### config.mk
export PLATFORM = sky130hd
export DESIGN_NAME = sync_length_checksum_deframer
export DESIGN_NICKNAME = d
export VERILOG_FILES = /design/src/hw/rtl/sldf_pkg.sv /design/src/hw/rtl/sldf_parse.sv /design/src/hw/rtl/sync_length_checksum_deframer.sv
export SDC_FILE = /design/constraint.sdc
export NUM_CORES = 1
export LEC_CHECK = 0
export BUFFER_PORTS_ARGS = -buffer_cell sky130_fd_sc_hd__buf_2
export CAP_MARGIN = 40
export CORE_ASPECT_RATIO = 0.6
export CORE_MARGIN = 10
export CORE_UTILIZATION = 50
export DETAILED_ROUTE_END_ITERATION = 6
export PLACE_DENSITY = 0.7
export SLEW_MARGIN = 20
export SYNTH_ARGS = -nofsm -noshare
export SYNTH_HDL_FRONTEND = slang
export SYNTH_SLANG_ARGS = --single-unit
### constraint.sdc
create_clock -name clock -period 10.05 [get_ports clock]
set_input_delay 0.5025 -clock clock [delete_from_list [all_inputs] [get_ports clock]]
set_output_delay 0.5025 -clock clock [all_outputs]
set_load 0.1 [all_outputs]
### src/hw/rtl/sldf_pkg.sv
// Shared constants and types for the sync/length/checksum deframer.
// No dependencies.
`default_nettype none

package sldf_pkg;

   // Frame layout
   localparam logic [7:0]  SYNC_BYTE         = 8'hAA;
   localparam int          POS_W             = 17;
   localparam int          LEN_W             = 16;
   localparam logic [POS_W-1:0] POS_HUNT     = 17'd0;
   localparam logic [POS_W-1:0] POS_LEN_HI   = 17'd1;
   localparam logic [POS_W-1:0] POS_LEN_LO   = 17'd2;
   localparam logic [POS_W-1:0] POS_PAYLOAD0 = 17'd3;

   // Byte roles
   localparam logic [1:0] ROLE_DROP    = 2'd0;
   localparam logic [1:0] ROLE_HEADER  = 2'd1;
   localparam logic [1:0] ROLE_PAYLOAD = 2'd2;
   localparam logic [1:0] ROLE_CHECK   = 2'd3;

   // One result item
   typedef struct packed {
      logic [1:0]       byte_role;
      logic [POS_W-1:0] byte_position;
      logic [7:0]       data_byte;
      logic [LEN_W-1:0] payload_length;
      logic [7:0]       event_code;
      logic             frame_end;
      logic             checksum_good;
      logic             too_short;
   } result_type;

endpackage

`default_nettype wire

### src/hw/rtl/sldf_parse.sv
// Frame state (position, length, running sum, event code) and per-byte
// classification. Depends on sldf_pkg.
`default_nettype none

module sldf_parse
   import sldf_pkg::*;
(
   input  wire logic       clock,
   input  wire logic       reset,
   input  wire logic       step,
   input  wire logic [7:0] rx_byte,
   output result_type      result
);

   logic [POS_W-1:0] pos_ff, pos_in;
   logic [LEN_W-1:0] len_ff, len_in;
   logic [7:0]       sum_ff, sum_in;
   logic [7:0]       event_ff, event_in;
   logic [POS_W-1:0] payload_end;
   logic [7:0]       total;

   assign payload_end = {1'b0, len_ff} + POS_PAYLOAD0;
   assign total       = sum_ff + rx_byte;

   // Classify the byte and work out the next frame state
   always_comb begin
      pos_in   = pos_ff;
      len_in   = len_ff;
      sum_in   = sum_ff;
      event_in = event_ff;
      result   = '0;
      result.byte_position = pos_ff;
      result.data_byte     = rx_byte;
      if (pos_ff == POS_HUNT) begin
         if (rx_byte == SYNC_BYTE) begin
            result.byte_role = ROLE_HEADER;
            pos_in           = POS_LEN_HI;
         end else begin
            result.byte_role = ROLE_DROP;
         end
         result.payload_length = len_ff;
         result.event_code     = event_ff;
      end else if (pos_ff == POS_LEN_HI) begin
         len_in                = {rx_byte, 8'h00};
         sum_in                = rx_byte;
         pos_in                = POS_LEN_LO;
         result.byte_role      = ROLE_HEADER;
         result.payload_length = len_in;
         result.event_code     = event_ff;
      end else if (pos_ff == POS_LEN_LO) begin
         len_in                = {len_ff[15:8], rx_byte};
         sum_in                = total;
         pos_in                = POS_PAYLOAD0;
         result.byte_role      = ROLE_HEADER;
         result.payload_length = len_in;
         result.event_code     = event_ff;
      end else if (pos_ff < payload_end) begin
         if (pos_ff == POS_PAYLOAD0) begin
            event_in = rx_byte;
         end
         sum_in                = total;
         pos_in                = pos_ff + 17'd1;
         result.byte_role      = ROLE_PAYLOAD;
         result.payload_length = len_ff;
         result.event_code     = event_in;
      end else begin
         // checksum byte: close the frame and go back to hunting
         result.byte_role      = ROLE_CHECK;
         result.frame_end      = 1'b1;
         result.checksum_good  = (total == 8'h00);
         result.too_short      = (len_ff == '0);
         result.payload_length = len_ff;
         result.event_code     = event_ff;
         pos_in   = POS_HUNT;
         len_in   = '0;
         sum_in   = '0;
         event_in = '0;
      end
   end

   // State registers advance once per processed item
   always_ff @(posedge clock) begin
      if (reset) begin
         pos_ff   <= POS_HUNT;
         len_ff   <= '0;
         sum_ff   <= '0;
         event_ff <= '0;
      end else if (step) begin
         pos_ff   <= pos_in;
         len_ff   <= len_in;
         sum_ff   <= sum_in;
         event_ff <= event_in;
      end
   end

endmodule

`default_nettype wire

### src/hw/rtl/sync_length_checksum_deframer.sv
// An accepted req goes through the input register, then the result register.
// Throughput: one item per cycle; a new item is taken every cycle while the
// result register drains or is empty.
// Reset (synchronous, active high) empties both registers and returns the
// parser to hunting for sync. Depends on sldf_pkg and sldf_parse.
`default_nettype none

module sync_length_checksum_deframer
   import sldf_pkg::*;
(
   input  wire logic             clock,
   input  wire logic             reset,
   input  wire logic             req_valid,
   output logic                  req_ready,
   input  wire logic [7:0]       req_rx_byte,
   output logic                  rsp_valid,
   input  wire logic             rsp_ready,
   output logic [1:0]            rsp_byte_role,
   output logic [POS_W-1:0]      rsp_byte_position,
   output logic [7:0]            rsp_data_byte,
   output logic [LEN_W-1:0]      rsp_payload_length,
   output logic [7:0]            rsp_event_code,
   output logic                  rsp_frame_end,
   output logic                  rsp_checksum_good,
   output logic                  rsp_too_short
);

   logic       in_valid_ff, in_valid_in;
   logic [7:0] in_byte_ff;
   logic       out_valid_ff, out_valid_in;
   result_type out_ff;
   result_type result;
   logic       out_adv;
   logic       step;
   logic       req_fire;

   // Pipeline flow control
   assign out_adv   = !out_valid_ff || rsp_ready;
   assign step      = in_valid_ff && out_adv;
   assign req_ready = !in_valid_ff || out_adv;
   assign req_fire  = req_valid && req_ready;

   assign in_valid_in  = req_fire ? 1'b1 : (step ? 1'b0 : in_valid_ff);
   assign out_valid_in = step ? 1'b1 : (rsp_ready ? 1'b0 : out_valid_ff);

   // Input register
   always_ff @(posedge clock) begin
      if (reset) begin
         in_valid_ff <= 1'b0;
      end else begin
         in_valid_ff <= in_valid_in;
      end
      if (req_fire) begin
         in_byte_ff <= req_rx_byte;
      end
   end

   sldf_parse u_parse (
      .clock   (clock),
      .reset   (reset),
      .step    (step),
      .rx_byte (in_byte_ff),
      .result  (result)
   );

   // Result register
   always_ff @(posedge clock) begin
      if (reset) begin
         out_valid_ff <= 1'b0;
      end else begin
         out_valid_ff <= out_valid_in;
      end
      if (step) begin
         out_ff <= result;
      end
   end

   assign rsp_valid          = out_valid_ff;
   assign rsp_byte_role      = out_ff.byte_role;
   assign rsp_byte_position  = out_ff.byte_position;
   assign rsp_data_byte      = out_ff.data_byte;
   assign rsp_payload_length = out_ff.payload_length;
   assign rsp_event_code     = out_ff.event_code;
   assign rsp_frame_end      = out_ff.frame_end;
   assign rsp_checksum_good  = out_ff.checksum_good;
   assign rsp_too_short      = out_ff.too_short;

   // Frame end only ever comes with the checksum role
   a_end_role: assert property (@(posedge clock) disable iff (reset)
      (rsp_valid && rsp_frame_end) |-> (rsp_byte_role == ROLE_CHECK))
      else $error("frame_end on a non-checksum item");

   // Dropped bytes sit at position zero and never close a frame
   a_drop_pos: assert property (@(posedge clock) disable iff (reset)
      (rsp_valid && rsp_byte_role == ROLE_DROP) |-> (rsp_byte_position == '0 && !rsp_frame_end))
      else $error("dropped item with nonzero position or frame_end");

   // Status flags only at frame end
   a_flags: assert property (@(posedge clock) disable iff (reset)
      (rsp_valid && !rsp_frame_end) |-> (!rsp_checksum_good && !rsp_too_short))
      else $error("status flag outside frame end");

endmodule

`default_nettype wire
Yosys cells after proc, flatten, opt, wreduce, memory -nomap -nowiden
Index checks and enable logic that the tools add are counted.
- add/sub/neg operators: 3
- magnitude comparators: 1
- equality and inequality tests: 8
- muxes and demuxes: 27
- bitwise operators: 3
- reduce and logical (&&, ||, !) cells: 18
- operators with widths (kind ; count):
    $mux 17 ; 5
    $mux 16 ; 4
    $mux 24 ; 2
    $mux 8 ; 6
    $eq 17x2->1 const B ; 2
    $add 16x2->17 const B ; 1
    $add 17x1->17 const B ; 1
    $eq 17x1->1 const B ; 1
    $logic_not 17->1 ; 1
    $lt 17x17->1 ; 1
    $logic_not 16->1 ; 1
    $add 8x8->8 ; 1
    $eq 8x8->1 const B ; 1
    $logic_not 8->1 ; 1
    $reduce_and 4->1 ; 2
    $mux 1 ; 6
    $mux 2 ; 3
    $ne 2x1->1 const B ; 2
    $reduce_and 2->1 ; 2
    $reduce_bool 2->1 ; 2
    $reduce_or 4->1 ; 1
    $mux 3 ; 1
    $ne 3x1->1 const B ; 1
    $not 1->1 ; 3
    other kinds (6) ; 9
- flip-flop bits (word level): 113
- bits of input ports: 12
- word-level logic and storage cells: 76

Longest topological paths before layout
Gate-level depths: netlist of run 1.
- depth in word-level cells: 6
- mapped depth: 15

Cells and area by module
From an unflattened synthesis of run 1, not the netlist that was laid out.
- cell total of the unflattened synthesis: 515
- area, all modules: 5592.9 um2
- modules (own cells, without submodules) (module ; instances ; cells an instance ; area an instance (um2)):
    sldf_parse ; 1 ; 443 ; 3627.2
    sync_length_checksum_deframer ; 1 ; 72 ; 1965.6

Least setup slack after synthesis of run 1
OpenSTA, ideal clock, no wires.
- path kind: register to register
- from: register u_parse.len_ff[2]
- to: register out_ff (netlist bit rsp_event_code[0]) (data pin)
- setup time: 0.260 ns
- arrival: 3.039 ns
- slack: 6.751 ns
- cell stages (with the launch flop): 15
- buffers on the path: 1
- path through: dfxtp_1 -> and3_1 -> and3_1 -> nand3_1 -> a21oi_1 -> nand3_1 -> xor2_1 -> ha_1 -> nand4_1 -> nor2_1 -> o2bb2ai_1 -> nor3_2 -> and3_1 -> buf_6 -> mux2_4
- RTL lines (element ; RTL line ; RTL):
    start: declaration ; sldf_parse.sv:16 ; logic [LEN_W-1:0] len_ff, len_in;
    start signal: assignment ; sldf_parse.sv:90 ; len_ff <= len_in;
    end signal: assignment ; sync_length_checksum_deframer.sv:74 ; out_ff <= result;
    end: declaration ; sync_length_checksum_deframer.sv:31 ; result_type out_ff;

==> results.sh, run 1 <==
export IMPL_status="complete, no violations"
export IMPL_design_core_area_sq_um=10700
export IMPL_worstSkewPairLatency_ns=0.41
export IMPL_r2r_start="u_parse.len_ff[2]$_SDFFE_PP0P_"
export IMPL_maxCapViolations=0
export IMPL_clockPowerShare=0.515
export IMPL_wl_um=14200
export IMPL_pwr_share_seq=0.407
export IMPL_hold_path_class="in2reg"
export IMPL_h_tree_depth=4
export IMPL_whs_ns=0.2630
export IMPL_multi_input_area_sq_um=2495
export IMPL_drt_pass1_iter_count=5
export IMPL_slew_violations=0
export IMPL_rsz0062_at_grt="no"
export IMPL_die_height_um=101.5
export IMPL_grt_pass1_wl_um=22070
export IMPL_finalWorstSetupSlack_ns=5.862
export IMPL_fin_crit_sh=0.4167
export IMPL_syn_nets=525
export IMPL_leakage_nw=2.484
export IMPL_worstPathMaxFanout=8
export IMPL_regArea_sq_um=2883
export IMPL_avgSynthCellArea_sq_um=11.45
export IMPL_n_antenna_cell=0
export IMPL_fmax_mhz=238.8
export IMPL_p_int_mw=0.9294
export IMPL_grt_usage=0.1786
export IMPL_hold_viol=0
export IMPL_ios=68
export IMPL_min_path_cells=1
export IMPL_synth_cell_type_count=63
export IMPL_crit_path_start_kind="flip-flop"
export IMPL_switching_share=0.2544
export IMPL_min_period_ns=4.188
export IMPL_path_cells="and3_1, and3_1, nand3_1, a21oi_1, nand3_1, xor2_1, ha_1, nand4_1, nor2_1, o2bb2ai_1, nor3_2, and3_1, mux2_4"
export IMPL_synth_edf_count=62
export IMPL_post_cts_buffers=0
export IMPL_rrSetupSlack_ns=5.86
export IMPL_worstHoldStart="req_rx_byte[5]"
export IMPL_gp_congestion=0.8863
export IMPL_synth_cells=484
export IMPL_grt_overflow=0
export IMPL_antenna_found_initial=0
export IMPL_die_area_sq_um=15830
export IMPL_detail_route_wl_per_cell_um=20.11
export IMPL_hold_end="in_byte_ff[5]$_DFFE_PP_"
export IMPL_tightest_slew_ns=0.7562
export IMPL_drc_errors=0
export IMPL_p_total_mw=1.247
export IMPL_cts_resized=0
export IMPL_slowest_delay_ns=0.58
export IMPL_cts_made_buffers=17
export IMPL_yosysWarningCount=0
export IMPL_synth_cell_area_sq_um=5540
export IMPL_ys_flop_type="edfxtp_1"
export IMPL_vias=4275
export IMPL_first_global_vias=3908
export IMPL_postCtsHoldBufs=0
export IMPL_layout_cells_non_filler=706
export IMPL_critPathKind="reg2reg"
export IMPL_drive_gt1_frac=0.2399
export IMPL_clock_path_buffers=2
export IMPL_hpwl_um=9757
export IMPL_skew_ns=0.006933
export IMPL_setup_violations_final=0
export IMPL_clk_pin_slew_worst_paths_ns=0.06
export IMPL_cts_sinks=113
export IMPL_synth_seq_area_share=0.5203
export IMPL_ys_ff_latch=113
export IMPL_critPathRequiredTime_ns=10.21
export IMPL_io_buffers=67
export IMPL_irDropWorstVdd_uv=107.6
export IMPL_worstSetupEndpointType="flip-flop"
export IMPL_first_iter_violations=351
export IMPL_tns_ns=0
export IMPL_placed_cells=673
export IMPL_r2r_end="rsp_event_code[0]$_DFFE_PP_"
export IMPL_start_util=0.5176
export IMPL_root_buffer="clkbuf_16"
export IMPL_p_comb_frac=0.077
export IMPL_drtAntennaViolNets=0
export IMPL_p_per_area_nw_per_um2=189.3
export IMPL_rows=29
export IMPL_reg2regPathDepth=13
export IMPL_cpMostUsedCell="and3_1"
export IMPL_synthArstFlopShare=0
export IMPL_chipWidth_um=155.9
export IMPL_pre_cts_ws_ns=5.992
export IMPL_slew_headroom=0.4958
export IMPL_fill_cells=855
export IMPL_syn_to_final_growth_pct=18.86
export IMPL_cts_tree="done"
export IMPL_worstPathArrival_ns=4.35
export IMPL_viasPerCell=6.055
export IMPL_grt_max_degree=55
export IMPL_nets=595
export IMPL_p_switching_mw=0.3171
export IMPL_slowest_stage="and3_1"
[stage by stage]
stage,instance area [sq um],utilization
after floorplan,5540,-
after global placement,5939,0.5549
after detailed placement,5948,0.5557
after CTS,6580,0.6147
after global routing,6585,0.6152
final,6585,0.6152
[per-layer routing]
metal | global-route usage | up-vias | part of all wire
met5 | 0 | - | 0
met4 | 0.04841 | 0 | 0.0078
met3 | 0.06433 | 15 | 0.11
met2 | 0.2357 | 232 | 0.40
met1 | 0.2650 | 2025 | 0.48
li1 | - | 2003 | -
[kinds of logic after synthesis]
kind of cell,synth area share
compound gates,0.1554
xor+xnor,0.04110
fa+ha+maj,0.06685
buf+inv,0.02936
flops,0.5203
mux,0.04156
simple gates,0.1454
[power groups by stage]
stage          clock network, mW  registers [mW]  logic (mW)
3_3_place_gp                   0           0.517      0.0956
4_1_cts                    0.651           0.508      0.0968
5_1_grt                    0.674           0.509      0.0999
6_report                   0.642           0.508      0.0963
2_1_floorplan                  0           0.578      0.0173
3_5_place_dp                   0           0.517      0.0965
[placed cells by master (no fill, tap or decap), types with 17 or more instances in the layout]
master | synthesis | layout
clkbuf_16 | 0 | 17
a21oi_1 | 30 | 30
ha_1 | 28 | 28
o21ai_0 | 19 | 19
nand2_1 | 35 | 35
a22o_1 | 17 | 17
dfxtp_1 | 51 | 51
nor2_1 | 25 | 25
buf_2 | 7 | 69
edfxtp_1 | 62 | 62
nand3_1 | 20 | 20
[how the worst max path moves through the flow]
| stage | from | to | slack, ns | depth (start not counted) |
|---|---|---|---|---|
| 4_1_cts | u_parse.len_ff[2]$_SDFFE_PP0P_ | rsp_event_code[0]$_DFFE_PP_ | 5.98 | 13 |
| 5_1_grt | u_parse.len_ff[2]$_SDFFE_PP0P_ | rsp_event_code[0]$_DFFE_PP_ | 5.57 | 13 |
| 6_report | u_parse.len_ff[2]$_SDFFE_PP0P_ | rsp_event_code[0]$_DFFE_PP_ | 5.86 | 13 |
| 3_5_place_dp | u_parse.len_ff[2]$_SDFFE_PP0P_ | rsp_event_code[2]$_DFFE_PP_ | 5.99 | 13 |
| 3_3_place_gp | u_parse.len_ff[2]$_SDFFE_PP0P_ | rsp_event_code[2]$_DFFE_PP_ | 6.09 | 13 |
| 2_1_floorplan | u_parse.len_ff[2]$_SDFFE_PP0P_ | rsp_event_code[0]$_DFFE_PP_ | 6.75 | 14 |
[critical path: cells and delay by family (launching register included)]
family                   cells  cell delay [ns]
adder cells (fa/ha/maj)      1             0.30
multiplexers                 1             0.35
AO/OA/AOI/OAI                2             0.68
flip-flops                   1             0.47
AND/OR/NAND/NOR              8             1.98
XOR/XNOR                     1             0.17
[cell type report]
class / count / share of cell area
sequential: 113 / 0.4378
clock inverter: 14 / 0.03078
tap: 139 / 0.02641
inverter: 8 / 0.004560
multi-input combinational: 341 / 0.3789
clock buffer: 18 / 0.06517
timing repair buffer: 73 / 0.05643
[state kept, by name, indices dropped and copies added, names as in the netlist]
signal,count
rsp_byte_position,17
u_parse.pos_ff,17
rsp_payload_length,16
u_parse.len_ff,16
in_byte_ff,8
rsp_data_byte,8
rsp_event_code,8
u_parse.event_ff,8
u_parse.sum_ff,8
rsp_byte_role,2
in_valid_ff,1
rsp_checksum_good,1
rsp_frame_end,1
rsp_too_short,1
rsp_valid,1
[cell usage after synthesis (6+ instances only)]
master / number / area, sq um
a32o_1: 8 / 80.08
nand4_1: 10 / 62.56
inv_1: 8 / 30.03
dfxtp_1: 51 / 1021
buf_2: 7 / 35.03
edfxtp_1: 62 / 1862
a22o_1: 17 / 148.9
nand3b_1: 7 / 52.55
and3_1: 11 / 68.82
nand3_1: 20 / 100.1
nor2_1: 25 / 93.84
a31oi_1: 15 / 93.84
o21ai_0: 19 / 95.09
mux2_2: 8 / 90.09
nor4_1: 7 / 43.79
nand2_1: 35 / 131.4
mux2_4: 8 / 120.1
xnor2_1: 11 / 96.34
ha_1: 28 / 350.3
a21oi_1: 30 / 150.1
xor2_1: 15 / 131.4
clkbuf_1: 6 / 22.52
No activity file was read; power rests on OpenSTA's default activity.
==> inputs of run 2 (changes only) <==
==> constraint.sdc (replaced) <==
create_clock -name clock -period 4.12 [get_ports clock]
set_input_delay 0.206 -clock clock [delete_from_list [all_inputs] [get_ports clock]]
set_output_delay 0.206 -clock clock [all_outputs]
set_load 0.1 [all_outputs]
==> results.sh, run 2 (same netlist as run 1, synthesis figures left out) <==
export IMPL_fin_area_sq_um=6628
export IMPL_p_int_mw=2.075
export IMPL_clockPowerShare=0.476
export IMPL_path_cells="and3_1, and3_1, nand3_1, a21oi_2, nand3_1, xor2_1, ha_1, nand4_1, nor2_1, o2bb2ai_1, nor3_4, and3_1, buf_4, mux2_4"
export IMPL_drive_gt1_frac=0.2388
export IMPL_cp_num_buf_inv=1
export IMPL_worstSkewPairLatency_ns=0.41
export IMPL_leakage_nw=2.499
export IMPL_cpMostUsedCell="and3_1"
export IMPL_worstSetupEndpointType="flip-flop"
export IMPL_wl_met3_um=1702
export IMPL_chipWidth_um=155.9
export IMPL_r2r_start="u_parse.len_ff[2]$_SDFFE_PP0P_"
export IMPL_syn_to_final_growth_pct=19.63
export IMPL_tightest_slew_ns=0.9562
export IMPL_h_tree_depth=4
export IMPL_nets=606
export IMPL_tns_ns=0
export IMPL_cts_sinks=113
export IMPL_viasPerCell=5.987
export IMPL_worstPathMaxFanout=8
export IMPL_layout_common_cells="buf_2, edfxtp_1, dfxtp_1, nand2_1, a21oi_1"
export IMPL_cts_made_buffers=17
export IMPL_clock_path_buffers=2
export IMPL_final_common_cell="buf_2"
export IMPL_hold_end="in_valid_ff$_SDFFE_PP0P_"
export IMPL_pwr_share_seq=0.437
export IMPL_n_antenna_cell=0
export IMPL_io_buffers=67
export IMPL_p_per_area_nw_per_um2=427.4
export IMPL_rrSetupSlack_ns=0.24
export IMPL_detail_route_wl_per_cell_um=20.16
export IMPL_setup_violations_final=0
export IMPL_status="complete, no violations"
export IMPL_p_switching_mw=0.7579
export IMPL_crit_cells=14
export IMPL_ios=68
export IMPL_hold_path_class="in2reg"
export IMPL_gp_congestion=0.8915
export IMPL_placed_cells=675
export IMPL_r2r_end="rsp_event_code[2]$_DFFE_PP_"
export IMPL_grt_max_degree=55
export IMPL_start_util=0.5176
export IMPL_crit_path_start_kind="flip-flop"
export IMPL_layout_cells_non_filler=717
export IMPL_slew_headroom=0.3558
export IMPL_vias=4293
export IMPL_p_comb_frac=0.087
export IMPL_wl_met1_um=6892
export IMPL_switching_share=0.2676
export IMPL_design_core_area_sq_um=10700
export IMPL_slew_violations=0
export IMPL_min_path_cells=3
export IMPL_top_layer_used="met4"
export IMPL_grt_pass1_wl_um=22910
export IMPL_root_buffer="clkbuf_16"
export IMPL_slowest_stage="dfxtp_1"
export IMPL_placed_area_sq_um=5973
export IMPL_first_iter_violations=510
export IMPL_fin_crit_sh=0.9420
export IMPL_clk_pin_slew_worst_paths_ns=0.06
export IMPL_first_global_vias=4050
export IMPL_skew_ns=0.006323
export IMPL_reg2regPathDepth=14
export IMPL_hold_viol=0
export IMPL_wl_um=14460
export IMPL_fmax_mhz=257.7
export IMPL_irDropWorstVdd_uv=273.6
export IMPL_rows=29
export IMPL_worstPathArrival_ns=4.04
export IMPL_maxCapViolations=0
export IMPL_slowest_delay_ns=0.47
export IMPL_grt_usage=0.1827
export IMPL_critPathRequiredTime_ns=4.28
export IMPL_antenna_found_initial=0
export IMPL_die_area_sq_um=15830
export IMPL_die_height_um=101.5
export IMPL_drt_pass1_iter_count=5
export IMPL_drtAntennaViolNets=0
export IMPL_wl_met2_um=5740
export IMPL_rsz0062_at_grt="no"
export IMPL_grt_overflow=0
export IMPL_cts_tree="done"
export IMPL_hpwl_um=9882
export IMPL_utilization=0.6192
export IMPL_crit_family="simple AND/OR/NAND/NOR gates"
export IMPL_min_period_ns=3.881
export IMPL_worstHoldStart="req_valid"
export IMPL_drc_errors=0
export IMPL_critPathKind="reg2reg"
export IMPL_p_total_mw=2.833
## run 2: cell count changes in the layout (fill, tap and decap cells not counted), sizes merged
cell / change
bufinv: -3
clkinv: +5
buf: +2
clkinvlp: +1
clkbuf: +1
inv: -3
dlygate4sd3: +8
## run 2: final cells by class
type | instances | area [sq um]
multi-input combinational | 341 | 2516
clock inverter | 14 | 115.1
timing repair buffer | 84 | 480.5
clock buffer | 18 | 429.2
sequential | 113 | 2883
fill | 825 | 4076
inverter | 8 | 30.03
tap | 139 | 173.9
## run 2: worst reg2reg max path, stage by stage, from the launching register on
cell       delay, ns
dfxtp_1         0.47
and3_1          0.21
and3_1          0.22
nand3_1         0.14
a21oi_2         0.31
nand3_1         0.14
xor2_1          0.16
ha_1            0.30
nand4_1         0.21
nor2_1          0.08
o2bb2ai_1       0.25
nor3_4          0.40
and3_1          0.21
buf_4           0.20
mux2_4          0.33
## run 2: stage by stage
stage	hold WS [ns]	setup slack, ns
2_1_floorplan	0.3049	0.8210
3_3_place_gp	0.3819	0.3451
3_5_place_dp	0.3843	0.1909
4_1_cts	0.02751	0.1848
5_1_grt	0.07116	0.03533
6_report	0.05620	0.2388
## run 2: power by group through the flow
| stage | clock [mW] | combinational (mW) | sequential [mW] |
|---|---|---|---|
| final | 1.35 | 0.246 | 1.24 |
| after global routing | 1.41 | 0.256 | 1.24 |
| after CTS | 1.36 | 0.246 | 1.24 |
| after detailed placement | 0 | 0.240 | 1.26 |
| after global placement | 0 | 0.237 | 1.26 |
| after floorplan | 0 | 0.0423 | 1.41 |
## run 2: layer usage
| layer | GRT usage | vias up |
|---|---|---|
| met5 | 0 | - |
| met4 | 0.04118 | 0 |
| met3 | 0.06729 | 17 |
| met2 | 0.2468 | 237 |
| met1 | 0.2688 | 2006 |
| li1 | - | 2033 |
## run 2: how the worst max path moves through the flow
stage	slack, ns	to	from
4_1_cts	0.18	rsp_event_code[2]$_DFFE_PP_	u_parse.len_ff[2]$_SDFFE_PP0P_
6_report	0.24	rsp_event_code[2]$_DFFE_PP_	u_parse.len_ff[2]$_SDFFE_PP0P_
3_3_place_gp	0.35	rsp_event_code[4]$_DFFE_PP_	u_parse.len_ff[2]$_SDFFE_PP0P_
3_5_place_dp	0.19	rsp_event_code[2]$_DFFE_PP_	u_parse.len_ff[2]$_SDFFE_PP0P_
5_1_grt	0.04	rsp_event_code[2]$_DFFE_PP_	u_parse.len_ff[2]$_SDFFE_PP0P_
2_1_floorplan	0.82	rsp_event_code[0]$_DFFE_PP_	u_parse.len_ff[2]$_SDFFE_PP0P_
## run 2: timing repair
item | CTS | global route
endpoints found under the hold margin | 8 | 0
setup endpoints to repair | 0 | 17
setup buffers | 0 | 0
hold buffers | 8 | 0
resized for setup | 0 | 4
